--- src/design/brzc_pkg.sv ---
// Shared types and constants for the block RMS / zero-crossing tracker.
// No dependencies; used by brzc_root_div and the top level.
`timescale 1ns / 1ps

package brzc_pkg;

  // Q1.16 fixed-point constants
  localparam logic [16:0] ONE_Q16  = 17'h10000;
  localparam logic [16:0] HALF_Q16 = 17'h08000;

  // configuration port
  localparam int CFG_IW = 2;
  localparam int CFG_DW = 17;
  localparam logic [CFG_IW-1:0] CFG_SMOOTH_WEIGHT = 2'd0;
  localparam logic [CFG_IW-1:0] CFG_LEVEL_GAIN    = 2'd1;
  localparam logic [CFG_IW-1:0] CFG_FREQ_GAIN     = 2'd2;

  localparam logic [16:0] SMOOTH_WEIGHT_RST = 17'd26214;
  localparam logic [4:0]  LEVEL_GAIN_RST    = 5'd5;
  localparam logic [4:0]  FREQ_GAIN_RST     = 5'd2;

  // operation of the shared root / divide unit
  typedef enum logic {
    OP_DIV  = 1'b0,
    OP_SQRT = 1'b1
  } unit_op_t;

  typedef struct packed {
    logic     start;
    unit_op_t op;
  } unit_req_t;

endpackage

--- src/design/block_rms_zero_crossing_tracker.sv ---
// Top level of the block RMS level and zero-crossing-rate tracker.
// Uses brzc_pkg and brzc_root_div (shared divide / square-root unit).
`timescale 1ns / 1ps

// Usage:
//  Input channel (sample, block_end; in_valid / in_stall): one beat per
//  audio sample, block_end marks the last sample of a block. A beat is
//  taken when in_valid is high and in_stall low.
//  Output channel (level, frequency, overflowed; out_valid / out_stall):
//  one beat per block end. The result sits in an output register until
//  taken, and the block goes on accepting samples meanwhile.
//  Config channel (cfg_index, cfg_data; cfg_valid / cfg_ready): cfg_ready
//  is always high; write only while no block end is in progress.
//  Sequence: an ordinary sample is accepted, squared and then accumulated,
//  the square going through the one shared 17x17 multiplier; a dropped
//  one is only accepted. A block end then runs two divides and one root
//  in the bit-serial unit (unit width UW = 33+clog2(MAX_SAMPLES) rounded up
//  to even; 44 at the default), then smoothing and gain. If the output
//  register is still full, the block waits in its final step until the
//  receiver takes the old beat.
//  Reset: synchronous; clears accumulators and smoothed values and loads
//  the default weight and gains. No clearing pass is needed.

module block_rms_zero_crossing_tracker #(
  parameter int MAX_SAMPLES = 2048
) (
  input  logic                        clk,
  input  logic                        rst,
  input  logic signed [15:0]          sample,
  input  logic                        block_end,
  input  logic                        in_valid,
  output logic                        in_stall,
  output logic [16:0]                 level,
  output logic [16:0]                 frequency,
  output logic                        overflowed,
  output logic                        out_valid,
  input  logic                        out_stall,
  input  logic                        cfg_valid,
  output logic                        cfg_ready,
  input  logic [brzc_pkg::CFG_IW-1:0] cfg_index,
  input  logic [brzc_pkg::CFG_DW-1:0] cfg_data
);

  localparam int CW  = $clog2(MAX_SAMPLES + 1);
  localparam int XW  = $clog2(MAX_SAMPLES);
  localparam int SW  = 31 + $clog2(MAX_SAMPLES);
  localparam int UW0 = SW + 2;
  localparam int UW  = UW0 + (UW0 % 2);

  typedef enum logic [16:0] {
    S_IDLE          = 17'h00001,
    S_SQUARE        = 17'h00002,
    S_ACCUM         = 17'h00004,
    S_LVL_DIV       = 17'h00008,
    S_LVL_DIV_WAIT  = 17'h00010,
    S_LVL_ROOT      = 17'h00020,
    S_LVL_ROOT_WAIT = 17'h00040,
    S_RATE_DIV      = 17'h00080,
    S_RATE_DIV_WAIT = 17'h00100,
    S_SM_LVL_OLD    = 17'h00200,
    S_SM_LVL_NEW    = 17'h00400,
    S_SM_LVL_SUM    = 17'h00800,
    S_SM_RATE_NEW   = 17'h01000,
    S_SM_RATE_SUM   = 17'h02000,
    S_AMP_LVL       = 17'h04000,
    S_AMP_RATE      = 17'h08000,
    S_EMIT          = 17'h10000
  } state_t;

  state_t state;

  // configuration
  logic [16:0] smooth_weight;
  logic [4:0]  level_gain;
  logic [4:0]  freq_gain;

  // block accumulators
  logic [SW-1:0] square_sum;
  logic [CW-1:0] sample_count;
  logic [XW-1:0] crossing_count;
  logic          prev_pos;
  logic          drop_flag;
  logic          last_r;
  logic [15:0]   mag;

  // smoothing and output datapath
  logic [16:0] smoothed_level;
  logic [16:0] smoothed_rate;
  logic [16:0] raw_level;
  logic [16:0] raw_rate;
  logic [16:0] lvl_amp;
  logic [16:0] frq_amp;
  logic [16:0] mul_a;
  logic [16:0] mul_b;
  logic [33:0] prod;
  logic [33:0] acc;
  logic [33:0] acc_sum;

  logic [16:0] w_eff;
  logic [16:0] w_inv;
  logic        pos;
  logic        count_zero;
  logic        out_free;

  brzc_pkg::unit_req_t unit_req;
  logic [UW-1:0]       unit_operand;
  logic                unit_done;
  logic [UW-1:0]       unit_result;
  logic [16:0]         unit_sat;

  assign cfg_ready  = 1'b1;
  assign in_stall   = (state != S_IDLE);
  assign pos        = !sample[15] && (sample != 16'sd0);
  assign count_zero = (sample_count == '0);
  assign out_free   = !out_valid || !out_stall;
  assign w_eff      = (smooth_weight > brzc_pkg::ONE_Q16) ? brzc_pkg::ONE_Q16 : smooth_weight;
  assign w_inv      = brzc_pkg::ONE_Q16 - w_eff;
  assign acc_sum    = acc + prod;
  assign unit_sat   = (unit_result > UW'(brzc_pkg::ONE_Q16)) ? brzc_pkg::ONE_Q16
                                                              : unit_result[16:0];

  // operand select for the shared multiplier
  always_comb begin
    mul_a = '0;
    mul_b = '0;
    case (state)
      S_SQUARE: begin
        mul_a = {1'b0, mag};
        mul_b = {1'b0, mag};
      end
      S_SM_LVL_OLD: begin
        mul_a = smoothed_level;
        mul_b = w_inv;
      end
      S_SM_LVL_NEW: begin
        mul_a = raw_level;
        mul_b = w_eff;
      end
      S_SM_LVL_SUM: begin
        mul_a = smoothed_rate;
        mul_b = w_inv;
      end
      S_SM_RATE_NEW: begin
        mul_a = raw_rate;
        mul_b = w_eff;
      end
      S_SM_RATE_SUM: begin
        mul_a = smoothed_level;
        mul_b = 17'(level_gain);
      end
      S_AMP_LVL: begin
        mul_a = smoothed_rate;
        mul_b = 17'(freq_gain);
      end
      default: ;
    endcase
  end

  // requests to the root / divide unit
  always_comb begin
    unit_req.start = 1'b0;
    unit_req.op    = brzc_pkg::OP_DIV;
    unit_operand   = UW'({square_sum, 2'b00});
    case (state)
      S_LVL_DIV: begin
        unit_req.start = 1'b1;
      end
      S_LVL_ROOT: begin
        unit_req.start = 1'b1;
        unit_req.op    = brzc_pkg::OP_SQRT;
        unit_operand   = unit_result;
      end
      S_RATE_DIV: begin
        unit_req.start = 1'b1;
        unit_operand   = UW'({crossing_count, 16'h0000});
      end
      default: ;
    endcase
  end

  brzc_root_div #(
    .UW(UW),
    .CW(CW)
  ) u_root_div (
    .clk     (clk),
    .rst     (rst),
    .req     (unit_req),
    .operand (unit_operand),
    .divisor (sample_count),
    .done    (unit_done),
    .result  (unit_result)
  );

  always_ff @(posedge clk) begin
    prod <= mul_a * mul_b;
  end

  // configuration registers
  always_ff @(posedge clk) begin
    if (rst) begin
      smooth_weight <= brzc_pkg::SMOOTH_WEIGHT_RST;
      level_gain    <= brzc_pkg::LEVEL_GAIN_RST;
      freq_gain     <= brzc_pkg::FREQ_GAIN_RST;
    end else if (cfg_valid && cfg_ready) begin
      case (cfg_index)
        brzc_pkg::CFG_SMOOTH_WEIGHT: smooth_weight <= cfg_data;
        brzc_pkg::CFG_LEVEL_GAIN:    level_gain    <= cfg_data[4:0];
        brzc_pkg::CFG_FREQ_GAIN:     freq_gain     <= cfg_data[4:0];
        default: ;
      endcase
    end
  end

  // sequencer and control state
  always_ff @(posedge clk) begin
    if (rst) begin
      state          <= S_IDLE;
      square_sum     <= '0;
      sample_count   <= '0;
      crossing_count <= '0;
      prev_pos       <= 1'b0;
      drop_flag      <= 1'b0;
      smoothed_level <= '0;
      smoothed_rate  <= '0;
      out_valid      <= 1'b0;
    end else begin
      if (state == S_EMIT && out_free) begin
        out_valid <= 1'b1;
      end else if (out_valid && !out_stall) begin
        out_valid <= 1'b0;
      end
      case (state)
        S_IDLE: begin
          if (in_valid) begin
            if (sample_count < CW'(MAX_SAMPLES)) begin
              if (!count_zero && (pos != prev_pos)) begin
                crossing_count <= crossing_count + 1'b1;
              end
              prev_pos     <= pos;
              sample_count <= sample_count + 1'b1;
              state        <= S_SQUARE;
            end else begin
              // block full: drop, but still honor the block end
              drop_flag <= 1'b1;
              state     <= block_end ? S_LVL_DIV : S_IDLE;
            end
          end
        end
        S_SQUARE: state <= S_ACCUM;
        S_ACCUM: begin
          square_sum <= square_sum + SW'(prod);
          state      <= last_r ? S_LVL_DIV : S_IDLE;
        end
        S_LVL_DIV: state <= S_LVL_DIV_WAIT;
        S_LVL_DIV_WAIT: begin
          if (unit_done) begin
            state <= S_LVL_ROOT;
          end
        end
        S_LVL_ROOT: state <= S_LVL_ROOT_WAIT;
        S_LVL_ROOT_WAIT: begin
          if (unit_done) begin
            state <= S_RATE_DIV;
          end
        end
        S_RATE_DIV: state <= S_RATE_DIV_WAIT;
        S_RATE_DIV_WAIT: begin
          if (unit_done) begin
            state <= S_SM_LVL_OLD;
          end
        end
        S_SM_LVL_OLD:  state <= S_SM_LVL_NEW;
        S_SM_LVL_NEW:  state <= S_SM_LVL_SUM;
        S_SM_LVL_SUM: begin
          smoothed_level <= acc_sum[32:16];
          state          <= S_SM_RATE_NEW;
        end
        S_SM_RATE_NEW: state <= S_SM_RATE_SUM;
        S_SM_RATE_SUM: begin
          smoothed_rate <= acc_sum[32:16];
          state         <= S_AMP_LVL;
        end
        S_AMP_LVL:  state <= S_AMP_RATE;
        S_AMP_RATE: state <= S_EMIT;
        S_EMIT: begin
          if (out_free) begin
            square_sum     <= '0;
            sample_count   <= '0;
            crossing_count <= '0;
            prev_pos       <= 1'b0;
            drop_flag      <= 1'b0;
            state          <= S_IDLE;
          end
        end
        default: state <= S_IDLE;
      endcase
    end
  end

  // datapath registers
  always_ff @(posedge clk) begin
    case (state)
      S_IDLE: begin
        if (in_valid) begin
          last_r <= block_end;
          mag    <= sample[15] ? (~sample + 16'd1) : sample;
        end
      end
      S_LVL_ROOT_WAIT: begin
        if (unit_done) begin
          raw_level <= count_zero ? 17'd0 : unit_sat;
        end
      end
      S_RATE_DIV_WAIT: begin
        if (unit_done) begin
          raw_rate <= count_zero ? 17'd0 : unit_sat;
        end
      end
      S_SM_LVL_NEW:  acc <= prod + 34'(brzc_pkg::HALF_Q16);
      S_SM_RATE_NEW: acc <= prod + 34'(brzc_pkg::HALF_Q16);
      S_AMP_LVL: begin
        lvl_amp <= (prod > 34'(brzc_pkg::ONE_Q16)) ? brzc_pkg::ONE_Q16 : prod[16:0];
      end
      S_AMP_RATE: begin
        frq_amp <= (prod > 34'(brzc_pkg::ONE_Q16)) ? brzc_pkg::ONE_Q16 : prod[16:0];
      end
      S_EMIT: begin
        if (out_free) begin
          level      <= lvl_amp;
          frequency  <= frq_amp;
          overflowed <= drop_flag;
        end
      end
      default: ;
    endcase
  end

endmodule

--- src/design/brzc_root_div.sv ---
// Shared iterative unit: restoring divide (one quotient bit per cycle) or
// integer square root (one root bit per cycle). Uses brzc_pkg.
`timescale 1ns / 1ps

module brzc_root_div #(
  parameter int UW = 44,
  parameter int CW = 12
) (
  input  logic               clk,
  input  logic               rst,
  input  brzc_pkg::unit_req_t req,
  input  logic [UW-1:0]      operand,
  input  logic [CW-1:0]      divisor,
  output logic               done,
  output logic [UW-1:0]      result
);

  localparam int HW = UW / 2;
  localparam int TW = (CW + 1 > HW + 3) ? CW + 1 : HW + 3;
  localparam int NW = $clog2(UW + 1);

  logic                busy;
  brzc_pkg::unit_op_t  op_r;
  logic [UW-1:0]       work;   // dividend out / quotient in, or radicand
  logic [TW-1:0]       rem;
  logic [HW-1:0]       root;
  logic [NW-1:0]       cnt;

  logic [TW-1:0] trial;
  logic [TW-1:0] sub;
  logic [TW:0]   diff;
  logic          ge;

  // one compare/subtract serves both operations
  always_comb begin
    if (op_r == brzc_pkg::OP_DIV) begin
      trial = {rem[TW-2:0], work[UW-1]};
      sub   = TW'(divisor);
    end else begin
      trial = {rem[TW-3:0], work[UW-1:UW-2]};
      sub   = TW'({root, 2'b01});
    end
    diff = {1'b0, trial} - {1'b0, sub};
    ge   = ~diff[TW];
  end

  always_ff @(posedge clk) begin
    if (rst) begin
      busy <= 1'b0;
      done <= 1'b0;
    end else begin
      done <= !req.start && busy && (cnt == NW'(1));
      if (req.start) begin
        busy <= 1'b1;
        cnt  <= (req.op == brzc_pkg::OP_DIV) ? NW'(UW) : NW'(HW);
      end else if (busy) begin
        cnt <= cnt - 1'b1;
        if (cnt == NW'(1)) begin
          busy <= 1'b0;
        end
      end
    end
  end

  always_ff @(posedge clk) begin
    if (req.start) begin
      op_r <= req.op;
      work <= operand;
      rem  <= '0;
      root <= '0;
    end else if (busy) begin
      rem <= ge ? diff[TW-1:0] : trial;
      if (op_r == brzc_pkg::OP_DIV) begin
        work <= {work[UW-2:0], ge};
      end else begin
        work <= {work[UW-3:0], 2'b00};
        root <= {root[HW-2:0], ge};
      end
    end
  end

  assign result = (op_r == brzc_pkg::OP_DIV) ? work : UW'(root);

endmodule

--- config.mk ---
export PLATFORM = sky130hd
export DESIGN_NAME = block_rms_zero_crossing_tracker
export DESIGN_NICKNAME = d
export VERILOG_FILES = /design/src/design/brzc_pkg.sv /design/src/design/block_rms_zero_crossing_tracker.sv /design/src/design/brzc_root_div.sv
export SDC_FILE = /design/constraint.sdc
export NUM_CORES = 2
export LEC_CHECK = 0
export BUFFER_PORTS_ARGS = -buffer_cell sky130_fd_sc_hd__buf_4
export CAP_MARGIN = 30
export CORE_MARGIN = 10
export CORE_UTILIZATION = 61
export CTS_BUF_LIST = sky130_fd_sc_hd__clkbuf_2
export CTS_CLUSTER_DIAMETER = 40
export DETAILED_ROUTE_END_ITERATION = 8
export GPL_ROUTABILITY_DRIVEN = 0
export PLACE_DENSITY = 0.87
export SLEW_MARGIN = 20
export SYNTH_ARGS = -nofsm -noshare
export SYNTH_HDL_FRONTEND = slang
export SYNTH_SLANG_ARGS = --single-unit
--- constraint.sdc ---
create_clock -name clk -period 11 [get_ports clk]
set_clock_uncertainty 0.15 [all_clocks]
set_input_delay 0 -clock clk [delete_from_list [all_inputs] [get_ports clk]]
set_output_delay 0 -clock clk [all_outputs]
set_load 0.01 [all_outputs]
==> flow_summary_export.csv <==
group,metric,value,unit
timing,period_share,91.2,%
timing,max_slew_margin,22.9,%
global_route,first_global_vias,28200,
synthesis,synth_edf_count,204,
global_route,grt_usage,30.7,%
clock_tree,cts_root_buf,"clkbuf_2",
finish,layout_commonest_cell,"nand2_1",
drt,drc,40,
floorplanning,io_pins,79,
finish,final_nets,4188,
power_and_ir_drop,peakVddDrop,0.0886,mV
floorplanning,die_w,249,µm
status,status,"finished with violations",
floorplanning,dieArea,0.0622,mm²
drt,drtIter0Drc,3531,
synthesis,syn_inst,3498,
global_route,antenna_found_initial,5,
place,hpwl,67400,µm
status,violations,"DRC",
timing,hold_viol_final,0,
clock_tree,cts_max_path_buffers,3,
timing,tightest_slew,1160,ps
critical_path,max_stage_delay,820,ps
synthesis,ys_types,89,
floorplanning,core,0.0517,mm²
synthesis,syn_nets,3970,
worst_hold_path,hold_path.class,"in2reg",
synthesis,yosysSeqAreaShare,33.3,%
global_route,grt_max_degree,93,
synthesis,netlist_area,0.0321,mm²
place,io_buffer_count,77,
critical_path,rr_startpoint,"state[4]$_SDFFE_PP0P_",
critical_path,cp.depth,28,
power_and_ir_drop,p_leak,15.6,nW
synthesis,ys.flop_type,"dfxtp_1",
global_route,grt_pass1_wl,154000,µm
timing,fin_tns_setup,0,ps
clock_tree,cts_tree,"done",
critical_path,critPathBufInv,4,
synthesis,yosysWarnings,0,
clock_tree,path_clk_slew,180,ps
drt,wirelength,98100,µm
finish,area_growth,11.3,%
run,maxCapViolations,0,
finish,drive_gt1_share,9.69,%
synthesis,syn_avg_cell_area,9.17,µm²
synthesis,yosysTopAreaCell,"edfxtp_1",
floorplanning,initial_utilization,62.0,%
critical_path,cpLargestDelayFamily,"adder cells",
power_and_ir_drop,powerDensity,96.8,mW/mm²
clock_tree,cts_htree_levels,3,
critical_path,setup.worst_path.start,"state[4]$_SDFFE_PP0P_",
clock_tree,post_cts_resized,0,
critical_path,cp-end-kind,"register",
timing,clock.fmax,99.7,MHz
drt,wl_per_cell,21.8,µm
critical_path,path_max_fanout,17,
drt,vias_per_cell,6.32,
global_route,gr-total-overflow,0,
finish,final_util,69.0,%
drt,final_antenna_net_count,0,
timing,rsz0062_at_grt,"no",
synthesis,synth.top_cell.area_share,19.1,%
clock_tree,clkLatencyLatePin,1300,ps
floorplanning,rows,83,
critical_path,critPathMostFrequentCell,"fa_1",
critical_path,path_class,"reg2reg",
timing,min_period,10030,ps
synthesis,ys_top_cells_by_area,"edfxtp_1 (19%), dfxtp_1 (14%), fa_1 (14%), ha_1 (8.0%), nand2_1 (6.2%)",
worst_hold_path,min_from,"sample[11]",
timing,setup_violations,0,
worst_hold_path,hold_depth,5,
drt,vias,28400,
floorplanning,dieHeight,249,µm
critical_path,worst_setup_path_start_kind,"register",
critical_path,rr_worst_depth,28,
clock_tree,cts.sinks,432,
critical_path,critPathArrivalTime,10830,ps
clock_tree,cts_inserted_buffers,108,
finish,mostFrequentLayoutCells,"nand2_1 (533), inv_1 (340), a21oi_1 (245)",
drt,firstDrtPassIters,9,
synthesis,synth_seq_cells,432,
synthesis,synth_async_sr_flop_share,0,%
critical_path,cp.required,11800,ps
timing,maxSlewViolCount,0,
critical_path,cp_slowest_cell,"and4_1",
stage by stage:
| step | setup WS [ps] | hold slack [ps] | instance area, µm² | cells | total power, mW |
|---|---|---|---|---|---|
| final | 972 | 66.2 | 35700 | 4493 | 3.46 |
| after global routing | 483 | 41.2 | 35700 | 4492 | 3.59 |
| after CTS | 1330 | 5.36 | 35700 | 4487 | 3.42 |
| after detailed placement | 1490 | 72.4 | 33200 | 4143 | 2.27 |
| after global placement | 1780 | 64.5 | 33200 | 4141 | 2.25 |
| after floorplan | 2380 | -51.1 | 32100 | 3498 | 2.12 |
logic make-up after synthesis:
group / synth area share (%)
other cells: 0.0117
xor+xnor: 4.12
buf+inv: 6.04
simple gates: 17.5
mux: 2.62
flops: 33.3
fa+ha+maj: 22.1
compound gates: 14.3
report_power, final:
| group | leakage [nW] | switching [mW] | internal [mW] |
|---|---|---|---|
| registers | 3.70 | 0.0549 | 1.71 |
| clock network | 0.794 | 0.733 | 0.418 |
| logic | 11.1 | 0.322 | 0.218 |
worst register-to-register path: cells and delay by family, from the launching register on:
family / cells / cell delay [ps]
fa+ha+maj: 7 / 3640
simple gates: 7 / 3100
compound gates: 9 / 1810
buf+inv: 4 / 560
flops: 1 / 410
xor+xnor: 1 / 140
final timing paths:
| kind | to | slack (ps) |
|---|---|---|
| worst max register to register | prod[33]$_DFF_P_ | 970 |
| worst min-delay path | mag[13]$_DFFE_PP_ | 70 |
| worst min register to register | level[3]$_DFFE_PP_ | 250 |
| worst max-delay path | prod[33]$_DFF_P_ | 970 |
synthesized netlist by cell type, types with 75 or more instances:
| master | n |
|---|---|
| inv_1 | 341 |
| a21oi_1 | 245 |
| dfxtp_1 | 228 |
| nand2_1 | 534 |
| ha_1 | 205 |
| o21ai_0 | 130 |
| and2_1 | 75 |
| clkbuf_1 | 97 |
| edfxtp_1 | 204 |
| nor2_1 | 220 |
| fa_1 | 226 |
| xnor2_1 | 87 |
repair_timing:
item                                   CTS  global route
setup buffers                            0             0
hold buffers                           140             1
endpoints found under the hold margin  217            17
layout make-up:
cell class / instances / area (µm²)
Sequential cell: 432 / 10700
Clock buffer: 166 / 831
Antenna cell: 3 / 7.51
Tap cell: 680 / 851
Inverter: 343 / 1290
Clock inverter: 38 / 200
Multi-Input combinational cell: 2572 / 19500
Timing Repair Buffer: 259 / 2320
Fill cell: 3637 / 16000
routing by layer:
metal	routed length [µm]	track usage, %	vias up	part of all wire (%)
li1	-	-	12600	-
met1	34600	36.4	13300	35
met2	44800	48.3	1942	46
met3	11800	8.73	539	12
met4	6920	19.7	2	7.1
met5	17	0	-	0.017
sequential cells by signal, summed over array words and instances, names as in the netlist, 22 cells and up:
name / flops
u_root_div.work: 44
square_sum: 42
prod: 34
acc: 33
u_root_div.rem: 24
u_root_div.root: 22
Power figures use the tool's default switching activity.
